File: src/rtl/fbrf_pkg.sv
// ----------------------------------------------------------------------------
// fbrf_pkg
// Types and constants for the factor base root finder.
// ----------------------------------------------------------------------------
package fbrf_pkg;

   localparam int PRIME_WIDTH = 16;
   localparam int INDEX_WIDTH = 10;
   localparam int STATUS_WIDTH = 3;
   localparam logic [INDEX_WIDTH-1:0] BASE_LIMIT_RESET = 10'd200;

   typedef enum logic [STATUS_WIDTH-1:0] {
      STATUS_ACCEPTED    = 3'd0,
      STATUS_NOT_PRIME   = 3'd1,
      STATUS_DIVIDES     = 3'd2,
      STATUS_NON_RESIDUE = 3'd3,
      STATUS_NO_ROOT     = 3'd4,
      STATUS_BASE_FULL   = 3'd5
   } status_type;

   typedef struct packed {
      logic [PRIME_WIDTH-1:0] candidate;
      logic [PRIME_WIDTH-1:0] number_residue;
      logic [PRIME_WIDTH-1:0] start_residue;
   } req_type;

   typedef struct packed {
      logic [STATUS_WIDTH-1:0] status;
      logic [INDEX_WIDTH-1:0]  entry_index;
      logic [PRIME_WIDTH-1:0]  first_offset;
      logic [PRIME_WIDTH-1:0]  second_offset;
   } rsp_type;

   typedef enum logic [3:0] {
      ST_IDLE,
      ST_TD_SQ,
      ST_TD_CHK,
      ST_TD_REM,
      ST_MOD,
      ST_RED_N,
      ST_RED_S,
      ST_PW_CHK,
      ST_PW_ACC,
      ST_PW_BASE,
      ST_EULER,
      ST_SRCH_MUL,
      ST_SRCH_CHK,
      ST_OFFS,
      ST_OUT
   } state_type;

endpackage

File: src/rtl/factor_base_root_finder_top.sv
// ----------------------------------------------------------------------------
// factor_base_root_finder_top
// Checks a candidate prime for a quadratic sieve factor base and finds the
// two sieve offsets from a modular square root of the number.
// ----------------------------------------------------------------------------
// Usage:
//   req_* carries one candidate with the number and its ceiling square root,
//   both reduced by the candidate. A transfer happens when req_valid is high
//   and req_stall low; req_stall is high from that transfer until the result
//   has been taken. rsp_* carries status, entry index and both offsets, with
//   rsp_valid held until a cycle with rsp_stall low.
//   csr_* writes base_limit; csr_ready is always high.
// Timing: one shared multiplier forms every product and feeds a bit-serial
//   remainder unit. Trial division tries each odd divisor up to sqrt(p), then
//   the powers run square-and-multiply. For a prime of form 4k+1 the root
//   search tries values in turn and can run to (p-1)/2 of them. A full base,
//   an even candidate or one below 3 gives its result the cycle after the
//   transfer. One item is in work at once.
// Reset: accepted count clears, base_limit returns to 200, no result pending.
// A stalled result simply holds; the block takes no new item until it leaves.
// ----------------------------------------------------------------------------
module factor_base_root_finder_top (
   input  logic            clock,
   input  logic            reset,
   input  logic            req_valid,
   output logic            req_stall,
   input  fbrf_pkg::req_type req_data,
   output logic            rsp_valid,
   input  logic            rsp_stall,
   output fbrf_pkg::rsp_type rsp_data,
   input  logic            csr_valid,
   output logic            csr_ready,
   input  logic [fbrf_pkg::INDEX_WIDTH-1:0] csr_data
);
   import fbrf_pkg::*;

   localparam int W = PRIME_WIDTH;
   localparam int CW = $clog2(2 * W);
   localparam logic [CW-1:0] MOD_LAST = CW'(2 * W - 1);

   state_type state_ff, state_in, ret_ff, ret_in;
   logic [INDEX_WIDTH-1:0] limit_ff, limit_in, count_ff, count_in, index_ff, index_in;
   logic [W-1:0] p_ff, p_in, n_ff, n_in, s_ff, s_in;
   logic [W-1:0] d_ff, d_in, acc_ff, acc_in, base_ff, base_in, e_ff, e_in;
   logic [W-1:0] t_ff, t_in, off1_ff, off1_in, off2_ff, off2_in;
   logic [W-1:0] div_ff, div_in, rem_ff, rem_in;
   logic [2*W-1:0] dvd_ff, dvd_in;
   logic [CW-1:0] cnt_ff, cnt_in;
   logic [STATUS_WIDTH-1:0] status_ff, status_in;
   logic phase_ff, phase_in;

   logic [W-1:0] mul_a, mul_b, mod_div;
   logic [2*W-1:0] mul_prod;
   logic mod_start;
   logic [W:0] rem_shift;
   logic [W:0] p_inc;
   logic [W+1:0] x1, x2, p_ext;

   // shared multiplier
   assign mul_prod = mul_a * mul_b;

   // one restoring remainder step
   assign rem_shift = {rem_ff, dvd_ff[2*W-1]};
   assign p_inc = {1'b0, p_ff} + (W+1)'(1);
   assign p_ext = {2'b00, p_ff};

   assign req_stall = (state_ff != ST_IDLE);
   assign rsp_valid = (state_ff == ST_OUT);
   assign csr_ready = 1'b1;
   assign rsp_data.status = status_ff;
   assign rsp_data.entry_index = index_ff;
   assign rsp_data.first_offset = off1_ff;
   assign rsp_data.second_offset = off2_ff;

   // register state
   always_ff @(posedge clock) begin
      if (reset) begin
         state_ff <= ST_IDLE;
         limit_ff <= BASE_LIMIT_RESET;
         count_ff <= '0;
      end else begin
         state_ff <= state_in;
         limit_ff <= limit_in;
         count_ff <= count_in;
      end
      ret_ff <= ret_in;
      index_ff <= index_in;
      p_ff <= p_in;
      n_ff <= n_in;
      s_ff <= s_in;
      d_ff <= d_in;
      acc_ff <= acc_in;
      base_ff <= base_in;
      e_ff <= e_in;
      t_ff <= t_in;
      off1_ff <= off1_in;
      off2_ff <= off2_in;
      div_ff <= div_in;
      rem_ff <= rem_in;
      dvd_ff <= dvd_in;
      cnt_ff <= cnt_in;
      status_ff <= status_in;
      phase_ff <= phase_in;
   end

   // sequencer
   always_comb begin
      state_in = state_ff;
      ret_in = ret_ff;
      limit_in = (csr_valid && csr_ready) ? csr_data : limit_ff;
      count_in = count_ff;
      index_in = index_ff;
      p_in = p_ff;
      n_in = n_ff;
      s_in = s_ff;
      d_in = d_ff;
      acc_in = acc_ff;
      base_in = base_ff;
      e_in = e_ff;
      t_in = t_ff;
      off1_in = off1_ff;
      off2_in = off2_ff;
      div_in = div_ff;
      rem_in = rem_ff;
      dvd_in = dvd_ff;
      cnt_in = cnt_ff;
      status_in = status_ff;
      phase_in = phase_ff;
      mul_a = p_ff;
      mul_b = W'(1);
      mod_div = p_ff;
      mod_start = 1'b0;
      x1 = '0;
      x2 = '0;

      case (state_ff)
         ST_IDLE: begin
            if (req_valid) begin
               p_in = req_data.candidate;
               n_in = req_data.number_residue;
               s_in = req_data.start_residue;
               index_in = count_ff;
               off1_in = '0;
               off2_in = '0;
               d_in = W'(3);
               if (count_ff >= limit_ff) begin
                  status_in = STATUS_BASE_FULL;
                  state_in = ST_OUT;
               end else if (req_data.candidate < W'(3) || !req_data.candidate[0]) begin
                  status_in = STATUS_NOT_PRIME;
                  state_in = ST_OUT;
               end else begin
                  state_in = ST_TD_SQ;
               end
            end
         end
         // square the trial divisor
         ST_TD_SQ: begin
            mul_a = d_ff;
            mul_b = d_ff;
            dvd_in = mul_prod;
            state_in = ST_TD_CHK;
         end
         ST_TD_CHK: begin
            if (dvd_ff > {{W{1'b0}}, p_ff}) begin
               mul_a = n_ff;
               mod_start = 1'b1;
               ret_in = ST_RED_N;
            end else begin
               mul_a = p_ff;
               mod_div = d_ff;
               mod_start = 1'b1;
               ret_in = ST_TD_REM;
            end
         end
         ST_TD_REM: begin
            if (rem_ff == '0) begin
               status_in = STATUS_NOT_PRIME;
               state_in = ST_OUT;
            end else begin
               d_in = d_ff + W'(2);
               state_in = ST_TD_SQ;
            end
         end
         // bit-serial remainder, one dividend bit per cycle
         ST_MOD: begin
            rem_in = (rem_shift >= {1'b0, div_ff}) ? W'(rem_shift - {1'b0, div_ff})
                                                   : rem_shift[W-1:0];
            dvd_in = {dvd_ff[2*W-2:0], 1'b0};
            cnt_in = cnt_ff - CW'(1);
            if (cnt_ff == '0) state_in = ret_ff;
         end
         ST_RED_N: begin
            n_in = rem_ff;
            mul_a = s_ff;
            mod_start = 1'b1;
            ret_in = ST_RED_S;
         end
         ST_RED_S: begin
            s_in = rem_ff;
            if (n_ff == '0) begin
               status_in = STATUS_DIVIDES;
               state_in = ST_OUT;
            end else begin
               base_in = n_ff;
               e_in = {1'b0, p_ff[W-1:1]};
               acc_in = W'(1);
               phase_in = 1'b0;
               state_in = ST_PW_CHK;
            end
         end
         // square-and-multiply
         ST_PW_CHK: begin
            if (e_ff == '0) begin
               state_in = phase_ff ? ST_OFFS : ST_EULER;
            end else if (e_ff[0]) begin
               mul_a = acc_ff;
               mul_b = base_ff;
               mod_start = 1'b1;
               ret_in = ST_PW_ACC;
            end else begin
               mul_a = base_ff;
               mul_b = base_ff;
               mod_start = 1'b1;
               ret_in = ST_PW_BASE;
            end
         end
         ST_PW_ACC: begin
            acc_in = rem_ff;
            mul_a = base_ff;
            mul_b = base_ff;
            mod_start = 1'b1;
            ret_in = ST_PW_BASE;
         end
         ST_PW_BASE: begin
            base_in = rem_ff;
            e_in = {1'b0, e_ff[W-1:1]};
            state_in = ST_PW_CHK;
         end
         ST_EULER: begin
            if (acc_ff != W'(1)) begin
               status_in = STATUS_NON_RESIDUE;
               state_in = ST_OUT;
            end else if (p_ff[1:0] == 2'b11) begin
               base_in = n_ff;
               e_in = {1'b0, p_inc[W:2]};
               acc_in = W'(1);
               phase_in = 1'b1;
               state_in = ST_PW_CHK;
            end else begin
               t_in = W'(1);
               state_in = ST_SRCH_MUL;
            end
         end
         // linear root search
         ST_SRCH_MUL: begin
            mul_a = t_ff;
            mul_b = t_ff;
            mod_start = 1'b1;
            ret_in = ST_SRCH_CHK;
         end
         ST_SRCH_CHK: begin
            if (rem_ff == n_ff) begin
               acc_in = t_ff;
               state_in = ST_OFFS;
            end else if (t_ff + W'(1) == p_ff) begin
               status_in = STATUS_NO_ROOT;
               state_in = ST_OUT;
            end else begin
               t_in = t_ff + W'(1);
               state_in = ST_SRCH_MUL;
            end
         end
         // root is in acc, form both offsets
         ST_OFFS: begin
            x1 = {2'b00, acc_ff} + p_ext - {2'b00, s_ff};
            if (x1 >= p_ext) x1 = x1 - p_ext;
            x2 = (p_ext << 1) - {2'b00, acc_ff} - {2'b00, s_ff};
            if (x2 >= p_ext) x2 = x2 - p_ext;
            if (x2 >= p_ext) x2 = x2 - p_ext;
            off1_in = x1[W-1:0];
            off2_in = x2[W-1:0];
            status_in = STATUS_ACCEPTED;
            count_in = count_ff + INDEX_WIDTH'(1);
            state_in = ST_OUT;
         end
         ST_OUT: begin
            if (!rsp_stall) state_in = ST_IDLE;
         end
         default: state_in = ST_IDLE;
      endcase

      // launch a reduction of the product
      if (mod_start) begin
         dvd_in = mul_prod;
         div_in = mod_div;
         rem_in = '0;
         cnt_in = MOD_LAST;
         state_in = ST_MOD;
      end
   end

endmodule
File: config.mk
export PLATFORM = sky130hd
export DESIGN_NAME = factor_base_root_finder_top
export DESIGN_NICKNAME = d
export VERILOG_FILES = /design/src/rtl/fbrf_pkg.sv /design/src/rtl/factor_base_root_finder_top.sv
export SDC_FILE = /design/constraint.sdc
export NUM_CORES = 2
export LEC_CHECK = 0
export BUFFER_PORTS_ARGS = -buffer_cell sky130_fd_sc_hd__buf_2
export CORE_MARGIN = 4
export CORE_UTILIZATION = 33
export CTS_BUF_LIST = sky130_fd_sc_hd__clkbuf_4 sky130_fd_sc_hd__clkbuf_8
export DETAILED_ROUTE_END_ITERATION = 16
export PLACE_DENSITY = 0.52
export SETUP_SLACK_MARGIN = 0.3
export SLEW_MARGIN = 10
export SYNTH_ARGS = -nofsm -noshare
export SYNTH_HDL_FRONTEND = slang
export SYNTH_SLANG_ARGS = --single-unit
File: constraint.sdc
create_clock -name clock -period 17.65 [get_ports clock]
set_input_delay 0.8825 -clock clock [delete_from_list [all_inputs] [get_ports clock]]
set_output_delay 0.8825 -clock clock [all_outputs]
set_load 0.05 [all_outputs]
==> Word level (Yosys, flattened, before mapping) <==
Index checks and enable logic that the tools add are counted.
{ "totals": {"register_bits": 271, "in_bits": 63, "elab_cells": 196} }
{ "op_classes": {"addsub": 13, "multipliers": 1, "order_cmp": 7, "eq_ne": 41, "muxes": 77, "bitwise": 1, "reduce_logical": 34} }
{ "op_table": {"columns": ["cell", "n"], "rows": [
  ["two-way mux 16 bit", 28],
  ["one-hot mux 16 bit (2 select lines)", 6],
  ["one-hot mux 16 bit (4 select lines)", 2],
  ["one-hot mux 16 bit (3 select lines)", 2],
  ["one-hot mux 16 bit (6 select lines)", 1],
  ["one-hot mux 32 bit (2 select lines)", 1],
  [">= comparator 18 x 16 -> 1 bit", 3],
  ["zero test 16 bit", 3],
  ["one-hot mux 4 bit (12 select lines)", 1],
  ["subtractor 16 bit", 3],
  ["two-way mux 4 bit", 11],
  ["two-way mux 3 bit", 13],
  ["two-way mux 18 bit", 2],
  ["subtractor 17 x 16 -> 18 bit", 2],
  ["subtractor 18 x 16 -> 18 bit", 2],
  ["!= test 2 bit (second input constant)", 17],
  ["== test 16 bit", 2],
  ["> comparator 32 x 16 -> 1 bit", 1],
  ["multiplier 16 x 16 -> 32 bit", 1],
  ["two-way mux 32 bit", 1],
  ["== test 4 bit (second input constant)", 7],
  ["one-hot mux 4 bit (5 select lines)", 1],
  ["AND reduction 5 bit", 4],
  ["one-hot mux 3 bit (6 select lines)", 1],
  ["35 further kinds", 59]
]} }

==> Logic depth before layout (Yosys ltp) <==
{ "depth": {"word_depth": 8, "ltp_mapped": 38, "ltp_nobuf": 35} }

==> Worst setup path after synthesis <==
Ideal clock, no wire load.
{ "synth_timing": {"path_kind": "register -> register", "from": "register p_ff[1]", "to": "register dvd_ff[29] (data pin)", "setup_ns": 0.135, "t_arrival_ns": 8.853, "required_ns": 17.515, "path_slack_ns": 8.661, "stages_incl_launch_ff": 36, "n_path_buf": 3, "synth_period_minus_slack_ns": 8.989, "path_cell_list": "edfxtp_1 > clkbuf_1 > inv_1 > ha_1 > nor2b_1 > o21a_1 > o21a_1 > o21ai_0 > nand2b_1 > a211oi_1 > o21a_1 > o21ai_1 > clkbuf_1 > a211oi_1 > buf_2 > nand2_1 > fa_1 > fa_1 > fa_1 > inv_1 > fa_1 > fa_1 > inv_1 > fa_1 > inv_1 > ha_1 > a21oi_1 > o22ai_1 > nor2_1 > a2bb2oi_1 > a21oi_1 > nor3_1 > o22a_1 > a21oi_1 > or4b_2 > nand3_1"} }
{ "synth_between": {"elab_chain_len": 6} }
{ "synth_rtl": {"columns": ["element", "line_no", "source"], "rows": [
  ["start: declaration", "factor_base_root_finder_top.sv:43", "logic [W-1:0] p_ff, p_in, n_ff, n_in, s_ff, s_in;"],
  ["start signal: assignment", "factor_base_root_finder_top.sv:88", "p_ff <= p_in;"],
  ["> comparator 32 x 16 -> 1 bit", "factor_base_root_finder_top.sv:165", "if (dvd_ff > {{W{1'b0}}, p_ff}) begin"],
  ["two-way mux 16 bit", "factor_base_root_finder_top.sv:165", null],
  ["one-hot mux 16 bit (6 select lines) *", "factor_base_root_finder_top.sv:136", "case (state_ff)"],
  ["multiplier 16 x 16 -> 32 bit *", "factor_base_root_finder_top.sv:60", "assign mul_prod = mul_a * mul_b;"],
  ["one-hot mux 32 bit (2 select lines)", "factor_base_root_finder_top.sv:136", null],
  ["two-way mux 32 bit *", "factor_base_root_finder_top.sv:294", "if (mod_start) begin"],
  ["named net dvd_in[29]", "factor_base_root_finder_top.sv:47", "logic [2*W-1:0] dvd_ff, dvd_in;"],
  ["end signal: assignment", "factor_base_root_finder_top.sv:100", "dvd_ff <= dvd_in;"],
  ["end: declaration", "factor_base_root_finder_top.sv:47", null]
]} }
The timed path passes the listed nets; every way through them passes the cells marked *.
A chain may end at the register's enable or synchronous reset.

==> Final worst setup path <==
{ "layout_timing": {"from": "register p_ff[1]", "to": "register dvd_ff[28] (data pin)"} }
Same word-level chain as after synthesis.

==> results.txt <==
The final global-route overflow total is 0. The number of max-slew violations in the final report came out at 0. The flow ran to the end, and the final reports show no timing, DRC or antenna violations. The area fraction in and, or, nand and nor cells after synthesis came out at 15.8%. The first global-routing pass estimated 143 mm of wire. The floorplan step defined a die boundary enclosing 90600 um2. In this run the most critical hold path is launched from req_data[36]. The number of antenna violations at the first check in global routing is 5. The global router's overall resource usage came out at 20.5%. The worst hold path belongs to the class in2reg. In this run the worst path has a maximum fanout of 12. For this design, the sink count on the clock tree is 269. The starting density of the core came out at 33.3%. The setup TNS came out at 0 ps. The number of nets in the final layout is 3758.

For the worst setup path, the data arrival time is 11000 ps. The first-pass iteration count of the detailed router is 6. The setup path with the least slack is of type reg2reg. The cell taking the most area after synthesis is sky130_fd_sc_hd__edfxtp_1. In the synthesized netlist, mux cells make up 4.00% of the area. In this run the tightest slew margin relative to its limit is 13.9%.

The synthesized netlist devotes 26.4% of its cell area to adder and majority cells. Detailed routing inserted a total of 23600 vias. The synthesized instance count is 3133. The floorplan step set the die width to 301 um. The time the final worst path needs with I/O delays and setup is 10590 ps.

Setup repair after global routing left no endpoint under its margin. The post-synthesis cell type count is 83. Among all flip-flop cells after synthesis, the most frequent one is sky130_fd_sc_hd__edfxtp_1.

The remaining antenna violation count came out at 0. The number of flops mapped to enable cells by yosys came out at 224. The proportion of synthesized chip area in sequential cells came out at 26.9%. The worst clock skew came out at 46.9 ps. The element type at the critical path end is a flop. The residual DRC count came out at 0. Counting stages on the worst path, the most repeated cell is sky130_fd_sc_hd__fa_1. The routed wire length per instance is 21.1 um. The height of the die is 301 um. Buffers added to address setup during post-CTS repair amount to 0.

The area of the core came out at 85100 um2. In the synthesized netlist, the cells that appear most often are sky130_fd_sc_hd__nand2_1, sky130_fd_sc_hd__inv_1, sky130_fd_sc_hd__nor2_1. The XOR/XNOR share of the synthesized area is 5.35%.

During I/O placement, the number of pins put on the boundary was 111. The via count of the first global-routing pass came out at 23200. Clock tree synthesis inserted a total of 52 buffers. In this run, synthesis produced a sequential element count of 269. The max capacitance violation total came out at 0. The number of cells on the worst hold path came out at 1. The global placement routability congestion is 0.933. The number of inserted filler cells in the final layout is 8748.

The achievable clock frequency is 94.4 MHz. After synthesis, the largest family of logic cells by area is adder cells. The average size of a mapped cell is 9.05 um2. The initial detailed-routing violation count came out at 2156.

Counting every net in the synthesized netlist gives 3657. The pin count of the biggest net entering global routing came out at 55. Summing the areas of all compound-gate instances in the mapped netlist gives 14.6% of the synthesized area. The number of H-tree levels came out at 2. The largest incremental delay on the critical path came out at 1100 ps. The critical register-to-register path startpoint is p_ff[1]$_DFFE_PP_. The latest clock arrival within the worst-skew pair came out at 700 ps. Using the TritonRoute via totals, the vias-per-cell ratio works out to 5.33. The transition time at the pin with the least slew margin is 1260 ps. The timing startpoint of the critical path is p_ff[1]$_DFFE_PP_. The register with the most flip-flops in the layout has 32 of them. The fraction of synthesis flops using an asynchronous set or reset pin is 0%. Yosys instantiated no cell more often than sky130_fd_sc_hd__nand2_1. The final worst-path cycle share came out at 60.0%.

The worst path required time came out at 18060 ps. TritonCTS built the clock tree. The share of synthesized area in the top cell type comes to 23.7%. The worst-case reg-to-reg path depth is 33.

The routed design has 93.2 mm of wire. The number of setup violations in the final report is 0. The layout cell share with drive strength beyond 1 is 11.2%. The count of buffers added on input and output ports is 109. The cell with the largest stage delay on the worst path is sky130_fd_sc_hd__a2111oi_0. The number of instances resized during post-cts repair came out at 0.

The count of endpoints failing hold in the final timing report came out at 0. STA classifies the critical path startpoint as a flop. The estimated wirelength of the detail-placed design is 71.8 mm. The count of standard-cell rows is 107.

The post-synthesis instance area is 28300 um2. The tree is rooted in a sky130_fd_sc_hd__clkbuf_8. After synthesis, the cell types taking the most area are sky130_fd_sc_hd__edfxtp_1, sky130_fd_sc_hd__fa_1, sky130_fd_sc_hd__ha_1, sky130_fd_sc_hd__nand2_1, sky130_fd_sc_hd__inv_1.

The clock input transition at the sequential cells of the worst setup and hold paths is 60 ps. The register with the highest flop count is dvd_ff. The synthesis warning total is 0. The number of hold buffers added after CTS was 0.

The maximum number of buffers from clock root to sink came out at 3. The area growth from synthesis to layout is 11.8%.
[layer usage]
layer	up-vias	routed length, um	global-route usage [%]
li1	11000	-	-
met1	11600	41600	28.8
met2	865	41900	32.8
met3	185	6620	3.00
met4	2	3090	6.40
met5	-	13	0
[worst max-delay path: cells and delay by family, from the launching register on]
kind / cells / cell delay, ps
and+or+nand+nor: 5 / 910
AOI/OAI and AO/OA: 13 / 4150
xor gates and xnor gates: 1 / 140
DFF: 1 / 570
adders and majority gates: 8 / 3540
buffers and inverters: 6 / 990
[metrics by stage]
step	setup WS [ps]	instance area, um2	cells	hold WS, ps	utilization [%]
floorplan	8660	28300	3133	443	-
CTS	7260	31700	4422	303	37.2
detailed placement	7320	30400	4324	481	35.7
global placement	7420	30400	4324	466	35.7
global route	6290	31700	4424	319	37.2
finish	7060	31700	4424	368	37.2
[cells by family after synthesis]
family / count (synthesis)
adders and majority gates: 461
and+or+nand+nor: 991
xor gates and xnor gates: 173
buffers and inverters: 507
AOI/OAI and AO/OA: 623
muxes: 108
DFF: 269
other: 1
[final timing paths]
path / slack (ps) / endpoint
max: 7060 / dvd_ff[28]$_DFFE_PP_
min: 370 / p_ff[4]$_DFFE_PP_
max reg2reg: 7060 / dvd_ff[28]$_DFFE_PP_
min reg2reg: 490 / index_ff[9]$_DFFE_PP_
[placed cells by master (no fill, tap or decap), types with 29 or more instances in the layout]
cell,count
sky130_fd_sc_hd__a211oi_1,34
sky130_fd_sc_hd__a21o_1,58
sky130_fd_sc_hd__a21oi_1,141
sky130_fd_sc_hd__a22oi_1,29
sky130_fd_sc_hd__buf_2,109
sky130_fd_sc_hd__buf_4,63
sky130_fd_sc_hd__clkbuf_8,63
sky130_fd_sc_hd__dfxtp_1,45
sky130_fd_sc_hd__edfxtp_1,224
sky130_fd_sc_hd__fa_1,229
sky130_fd_sc_hd__ha_1,232
sky130_fd_sc_hd__inv_1,380
sky130_fd_sc_hd__mux2_2,43
sky130_fd_sc_hd__mux2i_1,65
sky130_fd_sc_hd__nand2_1,387
sky130_fd_sc_hd__nand2b_1,45
sky130_fd_sc_hd__nand3_1,36
sky130_fd_sc_hd__nand4_1,33
sky130_fd_sc_hd__nor2_1,275
sky130_fd_sc_hd__nor2b_1,32
sky130_fd_sc_hd__nor3_1,41
sky130_fd_sc_hd__nor4_1,33
sky130_fd_sc_hd__o21ai_0,141
sky130_fd_sc_hd__xnor2_1,124
sky130_fd_sc_hd__xor2_1,49
[area by class of cell]
cell class / instances / area (um2) / share of cell area [%]
Antenna cell: 2 / 5.00 / 0.0158
Clock buffer: 70 / 920 / 2.90
Clock inverter: 28 / 388 / 1.22
Inverter: 382 / 1430 / 4.53
Multi-Input combinational cell: 2357 / 18900 / 59.5
Sequential cell: 269 / 7630 / 24.1
Tap cell: 1144 / 1430 / 4.52
Timing Repair Buffer: 172 / 1020 / 3.21
Power is not shown: default switching activity piles up to over one toggle a cycle in this logic, so the estimate is an artifact.
